--- src/hw/rtl/ejes_pkg.sv ---
// Package: widths, event codes, register indexes and the quadrature step table.
package ejes_pkg;

	localparam int ADC_BITS   = 10;
	localparam int THR_BITS   = 10;
	localparam int CMP_BITS   = (ADC_BITS > THR_BITS) ? ADC_BITS : THR_BITS;
	localparam int DET_BITS   = 3;
	localparam int STEP_BITS  = 4;
	localparam int CFG_IDX_W  = 2;
	localparam int CFG_DATA_W = (THR_BITS > DET_BITS) ? THR_BITS : DET_BITS;

	// Input word: six single-bit fields, then joy_x, then joy_y.
	localparam int IN_BITS    = 6 + 2 * ADC_BITS;
	localparam int IN_TDATA_W = ((IN_BITS + 7) / 8) * 8;
	localparam int EV_BITS    = 4;
	localparam int OUT_TDATA_W = ((EV_BITS + 7) / 8) * 8;

	localparam logic [THR_BITS-1:0]  LOW_THR_RST  = THR_BITS'(100);
	localparam logic [THR_BITS-1:0]  HIGH_THR_RST = THR_BITS'(900);
	localparam logic [DET_BITS-1:0]  DET_MIN_RST  = DET_BITS'(2);
	localparam logic [1:0]           PINS_DETENT  = 2'b11;
	localparam logic signed [STEP_BITS-1:0] STEP_MAX = STEP_BITS'(4);
	localparam logic signed [STEP_BITS-1:0] STEP_MIN = -STEP_BITS'(4);

	typedef enum logic [EV_BITS-1:0] {
		EV_NONE      = 4'd0,
		EV_ENC_CCW   = 4'd1,
		EV_ENC_CW    = 4'd2,
		EV_ENC_PRESS = 4'd3,
		EV_JOY_PRESS = 4'd4,
		EV_RIGHT     = 4'd5,
		EV_LEFT      = 4'd6,
		EV_DOWN      = 4'd7,
		EV_UP        = 4'd8
	} event_t;

	typedef enum logic [CFG_IDX_W-1:0] {
		CFG_LOW_THR  = 2'd0,
		CFG_HIGH_THR = 2'd1,
		CFG_DET_MIN  = 2'd2
	} cfg_idx_t;

	typedef struct packed {
		logic [ADC_BITS-1:0] joy_y;
		logic [ADC_BITS-1:0] joy_x;
		logic                joy_button_settled;
		logic                joy_button_first;
		logic                enc_button_settled;
		logic                enc_button_first;
		logic                enc_b;
		logic                enc_a;
	} scan_t;

	// Step for a move from pin state idx[3:2] to pin state idx[1:0].
	function automatic logic signed [1:0] quad_step(input logic [3:0] idx);
		logic signed [1:0] s;
		case (idx)
			4'd1, 4'd7, 4'd8, 4'd14: s = -2'sd1;
			4'd2, 4'd4, 4'd11, 4'd13: s = 2'sd1;
			default: s = 2'sd0;
		endcase
		return s;
	endfunction

endpackage

--- src/hw/rtl/encoder_joystick_event_scanner_top.sv ---
// Top level: scan sample decoder for a rotary encoder, two buttons and a joystick.
//
// Usage:
//   s_axis carries one scan sample per word; tdata holds, from bit 0 up:
//   enc_a, enc_b, enc_button_first, enc_button_settled, joy_button_first,
//   joy_button_settled, joy_x, joy_y, then zero fill.
//   m_axis returns exactly one event word per sample; tdata[3:0] is
//   event_code (0 none, 1 ccw, 2 cw, 3 encoder press, 4 joystick press,
//   5 right, 6 left, 7 down, 8 up).
//   cfg writes a register by index (0 low threshold, 1 high threshold,
//   2 detent minimum); cfg_ready is always high. Write only while idle.
// Registers: the accept edge loads the input register; the decoded event
//   is loaded into the output register as the word leaves the input stage,
//   which waits while the output word is stalled.
// Throughput: one word per cycle while m_axis_tready is high; the encoder
//   state update and the event priority chain sit between the input and output registers.
// Reset: thresholds go to 100 and 900, detent minimum to 2, last pin state
//   to both-high, step count to zero, both stages empty.
// Stall: while m_axis_tready is low the output word holds, the input stage
//   fills and s_axis_tready drops once both stages are occupied.
module encoder_joystick_event_scanner_top
	import ejes_pkg::*;
(
	input  logic                    clk,
	input  logic                    arst_n,
	input  logic                    s_axis_tvalid,
	output logic                    s_axis_tready,
	// enc_a, enc_b, enc_button_first, enc_button_settled, joy_button_first,
	// joy_button_settled, joy_x, joy_y, zero fill
	input  logic [IN_TDATA_W-1:0]   s_axis_tdata,
	output logic                    m_axis_tvalid,
	input  logic                    m_axis_tready,
	// event_code, zero fill
	output logic [OUT_TDATA_W-1:0]  m_axis_tdata,
	input  logic                    cfg_valid,
	output logic                    cfg_ready,
	input  logic [CFG_IDX_W-1:0]    cfg_index,
	input  logic [CFG_DATA_W-1:0]   cfg_data
);

	logic                        valid_s1;
	scan_t                       scan_s1;
	logic                        valid_s2;
	event_t                      code_s2;

	logic [THR_BITS-1:0]         low_thr_q;
	logic [THR_BITS-1:0]         high_thr_q;
	logic [DET_BITS-1:0]         det_min_q;
	logic [1:0]                  last_pins_q;
	logic signed [STEP_BITS-1:0] step_q;

	logic                        adv_s2;
	logic                        adv_s1;
	logic [1:0]                  pins;
	logic                        pins_moved;
	logic signed [STEP_BITS:0]   step_sum;
	logic signed [STEP_BITS-1:0] step_sat;
	logic signed [STEP_BITS-1:0] step_next;
	logic [DET_BITS-1:0]         need;
	logic signed [DET_BITS+1:0]  cap_x;
	logic signed [DET_BITS+1:0]  need_x;
	logic                        at_detent;
	logic [CMP_BITS-1:0]         x_c, y_c, low_c, high_c;
	event_t                      ev;

	assign adv_s2        = !valid_s2 || m_axis_tready;
	assign adv_s1        = valid_s1 && adv_s2;
	assign s_axis_tready = !valid_s1 || adv_s2;
	assign cfg_ready     = 1'b1;
	assign m_axis_tvalid = valid_s2;
	assign m_axis_tdata  = OUT_TDATA_W'(code_s2);

	assign pins       = {scan_s1.enc_b, scan_s1.enc_a};
	assign pins_moved = (pins != last_pins_q);
	assign step_sum   = (STEP_BITS+1)'(step_q) + (STEP_BITS+1)'(quad_step({last_pins_q, pins}));
	assign need       = (det_min_q == '0) ? DET_BITS'(1) : det_min_q;
	assign at_detent  = pins_moved && (pins == PINS_DETENT);
	assign x_c        = CMP_BITS'(scan_s1.joy_x);
	assign y_c        = CMP_BITS'(scan_s1.joy_y);
	assign low_c      = CMP_BITS'(low_thr_q);
	assign high_c     = CMP_BITS'(high_thr_q);

	always_comb begin
		// clamp: the sum moves by at most one past the limit
		if (step_sum > (STEP_BITS+1)'(STEP_MAX)) begin
			step_sat = STEP_MAX;
		end else if (step_sum < (STEP_BITS+1)'(STEP_MIN)) begin
			step_sat = STEP_MIN;
		end else begin
			step_sat = step_sum[STEP_BITS-1:0];
		end

		if (!pins_moved) begin
			step_next = step_q;
		end else if (at_detent) begin
			step_next = '0;
		end else begin
			step_next = step_sat;
		end

		cap_x  = (DET_BITS+2)'(step_sat);
		need_x = (DET_BITS+2)'({2'b00, need});

		if (at_detent && cap_x >= need_x) begin
			ev = EV_ENC_CCW;
		end else if (at_detent && cap_x <= -need_x) begin
			ev = EV_ENC_CW;
		end else if (!scan_s1.enc_button_first && !scan_s1.enc_button_settled) begin
			ev = EV_ENC_PRESS;
		end else if (!scan_s1.joy_button_first && !scan_s1.joy_button_settled) begin
			ev = EV_JOY_PRESS;
		end else if (x_c < low_c) begin
			ev = EV_RIGHT;
		end else if (x_c > high_c) begin
			ev = EV_LEFT;
		end else if (y_c < low_c) begin
			ev = EV_DOWN;
		end else if (y_c > high_c) begin
			ev = EV_UP;
		end else begin
			ev = EV_NONE;
		end
	end

	always_ff @(posedge clk or negedge arst_n) begin
		if (!arst_n) begin
			low_thr_q  <= LOW_THR_RST;
			high_thr_q <= HIGH_THR_RST;
			det_min_q  <= DET_MIN_RST;
		end else if (cfg_valid && cfg_ready) begin
			case (cfg_index)
				CFG_LOW_THR:  low_thr_q  <= cfg_data[THR_BITS-1:0];
				CFG_HIGH_THR: high_thr_q <= cfg_data[THR_BITS-1:0];
				CFG_DET_MIN:  det_min_q  <= cfg_data[DET_BITS-1:0];
				default: ;
			endcase
		end
	end

	always_ff @(posedge clk or negedge arst_n) begin
		if (!arst_n) begin
			valid_s1    <= 1'b0;
			valid_s2    <= 1'b0;
			last_pins_q <= PINS_DETENT;
			step_q      <= '0;
		end else begin
			if (s_axis_tready) begin
				valid_s1 <= s_axis_tvalid;
			end
			if (adv_s2) begin
				valid_s2 <= valid_s1;
			end
			// advance encoder state only as a word leaves the input stage
			if (adv_s1) begin
				last_pins_q <= pins;
				step_q      <= step_next;
			end
		end
	end

	always_ff @(posedge clk) begin
		if (s_axis_tvalid && s_axis_tready) begin
			scan_s1 <= scan_t'(s_axis_tdata[IN_BITS-1:0]);
		end
		if (adv_s1) begin
			code_s2 <= ev;
		end
	end

	a_step_range: assert property (@(posedge clk) disable iff (!arst_n)
		step_q <= STEP_MAX && step_q >= STEP_MIN)
		else $error("step count out of range");

	a_detent_clears: assert property (@(posedge clk) disable iff (!arst_n)
		adv_s1 && at_detent |=> step_q == '0)
		else $error("step count not cleared at detent");

	a_rot_at_detent: assert property (@(posedge clk) disable iff (!arst_n)
		adv_s1 && (ev == EV_ENC_CCW || ev == EV_ENC_CW) |-> pins == PINS_DETENT && pins_moved)
		else $error("rotation reported away from detent");

	a_pins_track: assert property (@(posedge clk) disable iff (!arst_n)
		adv_s1 |=> last_pins_q == $past(pins))
		else $error("last pin state not tracked");

	a_no_overrun: assert property (@(posedge clk) disable iff (!arst_n)
		valid_s2 && !m_axis_tready |=> valid_s2 && $stable(code_s2))
		else $error("output word lost while stalled");

endmodule
--- config.mk ---
export PLATFORM = sky130hd
export DESIGN_NAME = encoder_joystick_event_scanner_top
export DESIGN_NICKNAME = d
export VERILOG_FILES = /design/src/hw/rtl/ejes_pkg.sv /design/src/hw/rtl/encoder_joystick_event_scanner_top.sv
export SDC_FILE = /design/constraint.sdc
export NUM_CORES = 1
export LEC_CHECK = 0
export BUFFER_PORTS_ARGS = -buffer_cell sky130_fd_sc_hd__buf_2
export CORE_UTILIZATION = 44
export DETAILED_ROUTE_END_ITERATION = 7
export GPL_TIMING_DRIVEN = 1
export PLACE_DENSITY = 0.74
export SYNTH_ARGS = -nofsm -noshare
export SYNTH_HDL_FRONTEND = slang
export SYNTH_SLANG_ARGS = --single-unit
--- constraint.sdc ---
create_clock -name clk -period 10.9 [get_ports clk]
set_clock_uncertainty 0.05 [all_clocks]
set_input_delay 1.09 -clock clk [delete_from_list [all_inputs] [get_ports clk]]
set_output_delay 1.09 -clock clk [all_outputs]
set_load 0.01 [all_outputs]
==> results.md <==
* Root Driver: clkbuf_8
* Clk slew on worst S/H paths at 70 ps
* Antenna violations before repair at 0
* Syn Inst Count at roughly 320
* Layout cell share with drive strength beyond 1 at 0.251
* Deepest clock path buffer count at 2
* Largest net degree at the start of global routing at 32
* Setup-failing EPs final at 0
* Final ANT Viol Nets at 0
* Die ar. at 8580 um^2
* Fill count at just over 700
* Final hold violations at 0
* Post-CTS Resized at 0
* CP Class: reg -> reg
* Setup tns final at 0 ps
* First-pass GRT wire length at roughly 11000 um
* Routed length per placed instance at about 14 um
* FP Rows at 32
* Total grt overflow at 0
* PwrDens at 184 nW/um^2
* LEAKAGE at ~1.9 nW
* Hold_ws at between 400 and 500 ps
* FF/Latch Area at 1690 um^2
* Hold Path Class: reg -> reg
* Drt drc at 0
* Delay of the slowest critical-path stage at between 500 and 600 ps
* Crit-path slowest cell: mux4_2
* Most frequent CP cell: ha_1
* Critical-path cell list: ha_1, mux4_2, ha_1, or3b_1, o22a_2, clkinv_2, nand2b_1, mux2i_1, and2b_1, ha_1, nor2b_1, o211ai_1, a21oi_1, or3_1, nand2_1, o311ai_1
* Top_reg_cell synth: edfxtp_1
* Syn_area_per_cell at approximately 11 um^2
* CTS Hold Buffers Added at 0
* Inserted Clock Buffers at 9
* Fin cells at 481
* Top delay family on crit path: simple AND/OR/NAND/NOR gates
* Status: finished, final reports clean
* CTS sink count at 61
* Port bufs at 48
* Synthesis-stage register bit count at 61
* Post-synthesis sequential area ratio at 0.467
* Asr flop ratio synth at 0.508
* Final wirelength at between 6000 and 7000 um
* Nets at between 400 and 500
* Rel. slew slack at 0.211
* Final Max Slew Viols at 0
* Clk Latency, worst-skew pair at roughly 350 ps
* Measured slew at the worst slew-check pin at about 1200 ps
* Core ar. at approximately 8000 um^2
* Distinct cell type count of the synthesized netlist at 49
* H-Tree Level Count at 3
* Yosys synthesis warning count at 0
* Post-DP HPWL at 5310 um
* GR Util All Layers at 0.175
* CP endpoint kind: flop
* Fmax at between 200 and 250 MHz
* Vias per cell at 5.25
* RePlAce Congestion at around 0.88
* Num ports at 60
* Die height at a little over 90 um
* DRT Pass-1 Iters at 4
* Area Overhead vs Synth at 14.6%
* Fin crit period at 4410 ps
* Worst VDD drop at 0.0997 mV
* Mapped Area at 3610 um^2
* Worst Path Buf+Inv at 1
* Max Cap Viol at 0
* CP Launch Type: flop
* RSZ-0062 raised after global routing: false
* Post-synth EDFFs at 30
* DP Cell Count at 465
* Worst path arrival time at roughly 4400 ps
* Multi-input gate area at 1760 um^2
* Crit-path max FO at 4
* Antenna cell count at 0
* Iter 0 DRT Violations at a little over 80
* Period utilization at 0.404
* CTS tree: yes
* Initial Util at 0.460
* Die width at just over 90 um
* Vias at between 2000 and 3000
* Post-CTS setup buffer count at 0
* Required @ worst endpoint at around 11000 ps
* Vias in the first global route at around 2500
-- sequential cells by signal, indices dropped and copies added, names as in the netlist --
signal	flops
high_c	10
low_c	10
x_c	10
y_c	10
code_s2	4
scan_s1	4
step_q	4
det_min_q	3
last_pins_q	2
pins	2
m_axis_tvalid	1
valid_s1	1
-- worst reg2reg max path: stages (launching register included) --
cell and delay, ps:
edfxtp_1 460, ha_1 280, mux4_2 530, ha_1 360, or3b_1 360, o22a_2 230
clkinv_2 80, nand2b_1 50, mux2i_1 220, and2b_1 230, ha_1 260, nor2b_1 140
o211ai_1 150, a21oi_1 90, or3_1 420, nand2_1 100, o311ai_1 130
-- cells by family (layout without fill, tap and decap cells) --
kind of cell / count (synthesis) / after routing / share of synthesized area
DFF: 61 / 61 / 0.467
adders and majority gates: 56 / 56 / 0.196
xor gates and xnor gates: 6 / 6 / 0.0145
other: 2 / 6 / 0.00208
and+or+nand+nor: 72 / 72 / 0.105
AOI/OAI and AO/OA: 62 / 62 / 0.112
buffers and inverters: 43 / 100 / 0.0502
muxes: 16 / 16 / 0.0526
-- cell type report --
cell class,instances,area share
tap,102,0.0308
clock buffer,9,0.0299
inverter,36,0.0329
multi-input combinational,218,0.424
clock inverter,7,0.0160
sequential,61,0.408
timing repair buffer,48,0.0580
-- worst paths after layout --
path	start	to	slack (ps)	depth (start not counted)
worst max-delay path	pins[0]	code_s2[0]	6490	16
worst min-delay path	valid_s1	m_axis_tvalid	440	1
worst max register to register	pins[0]	code_s2[0]	6490	16
worst min register to register	valid_s1	m_axis_tvalid	440	1
max in group asynchronous	arst_n	low_c[1]	9580	1
min in group asynchronous	arst_n	low_c[4]	740	1
-- synthesized netlist by cell type (2+ instances only) --
cell type / instances / area share
o211ai_1: 3 / 0.0062
nand2_1: 25 / 0.026
nand3b_1: 3 / 0.0062
inv_1: 35 / 0.036
clkbuf_1: 2 / 0.0021
conb_1: 2 / 0.0021
nor3_1: 2 / 0.0028
a211oi_1: 5 / 0.010
dfrtp_1: 21 / 0.15
or3_1: 2 / 0.0035
xnor2_1: 4 / 0.0097
mux2_2: 14 / 0.044
ha_1: 55 / 0.19
nor2_1: 10 / 0.010
a22o_1: 2 / 0.0048
buf_4: 5 / 0.010
nand4_1: 7 / 0.012
dfstp_2: 10 / 0.073
nand3_1: 5 / 0.0069
o21ai_0: 16 / 0.022
xor2_1: 2 / 0.0048
o31ai_1: 3 / 0.0062
edfxtp_1: 30 / 0.25
a21o_1: 8 / 0.017
nand2b_1: 7 / 0.012
nor2b_1: 4 / 0.0069
a21oi_1: 14 / 0.019
-- metrics by stage --
step           area (um^2)  setup slack (ps)   util  power, mW
2_1_floorplan         3630              6930      -      0.500
3_3_place_gp          3950              6630  0.504      0.557
3_5_place_dp          3950              6540  0.504      0.568
4_1_cts               4140              6510  0.528      0.766
5_1_grt               4140              6270  0.528      0.817
6_report              4140              6490  0.528      0.762
-- power by group --
| part | internal (mW) | switching, mW |
|---|---|---|
| logic | 0.121 | 0.144 |
| registers | 0.283 | 0.0196 |
| clock network | 0.104 | 0.0910 |
| total | 0.508 | 0.254 |
-- per-layer routing --
metal | global-route usage | share of wire | vias to the layer above
met5 | 0 | 0 | -
met4 | 0.0782 | 0.021 | 0
met3 | 0.0517 | 0.040 | 15
met2 | 0.291 | 0.49 | 55
met1 | 0.208 | 0.45 | 1214
li1 | - | - | 1243
-- cells in the final DEF (no fill, tap or decap), drive strengths merged, types with 5 or more instances in the layout --
master  count
a21o        8
dfstp      10
edfxtp     30
nand4       7
conb        6
nand2b      7
clkbuf      9
nand2      25
a211oi      5
o21ai      16
nor2       10
a21oi      14
nand3       5
inv        35
buf        48
ha         55
mux2       14
dfrtp      21
Note: power is estimated with default switching activity, not from simulation.
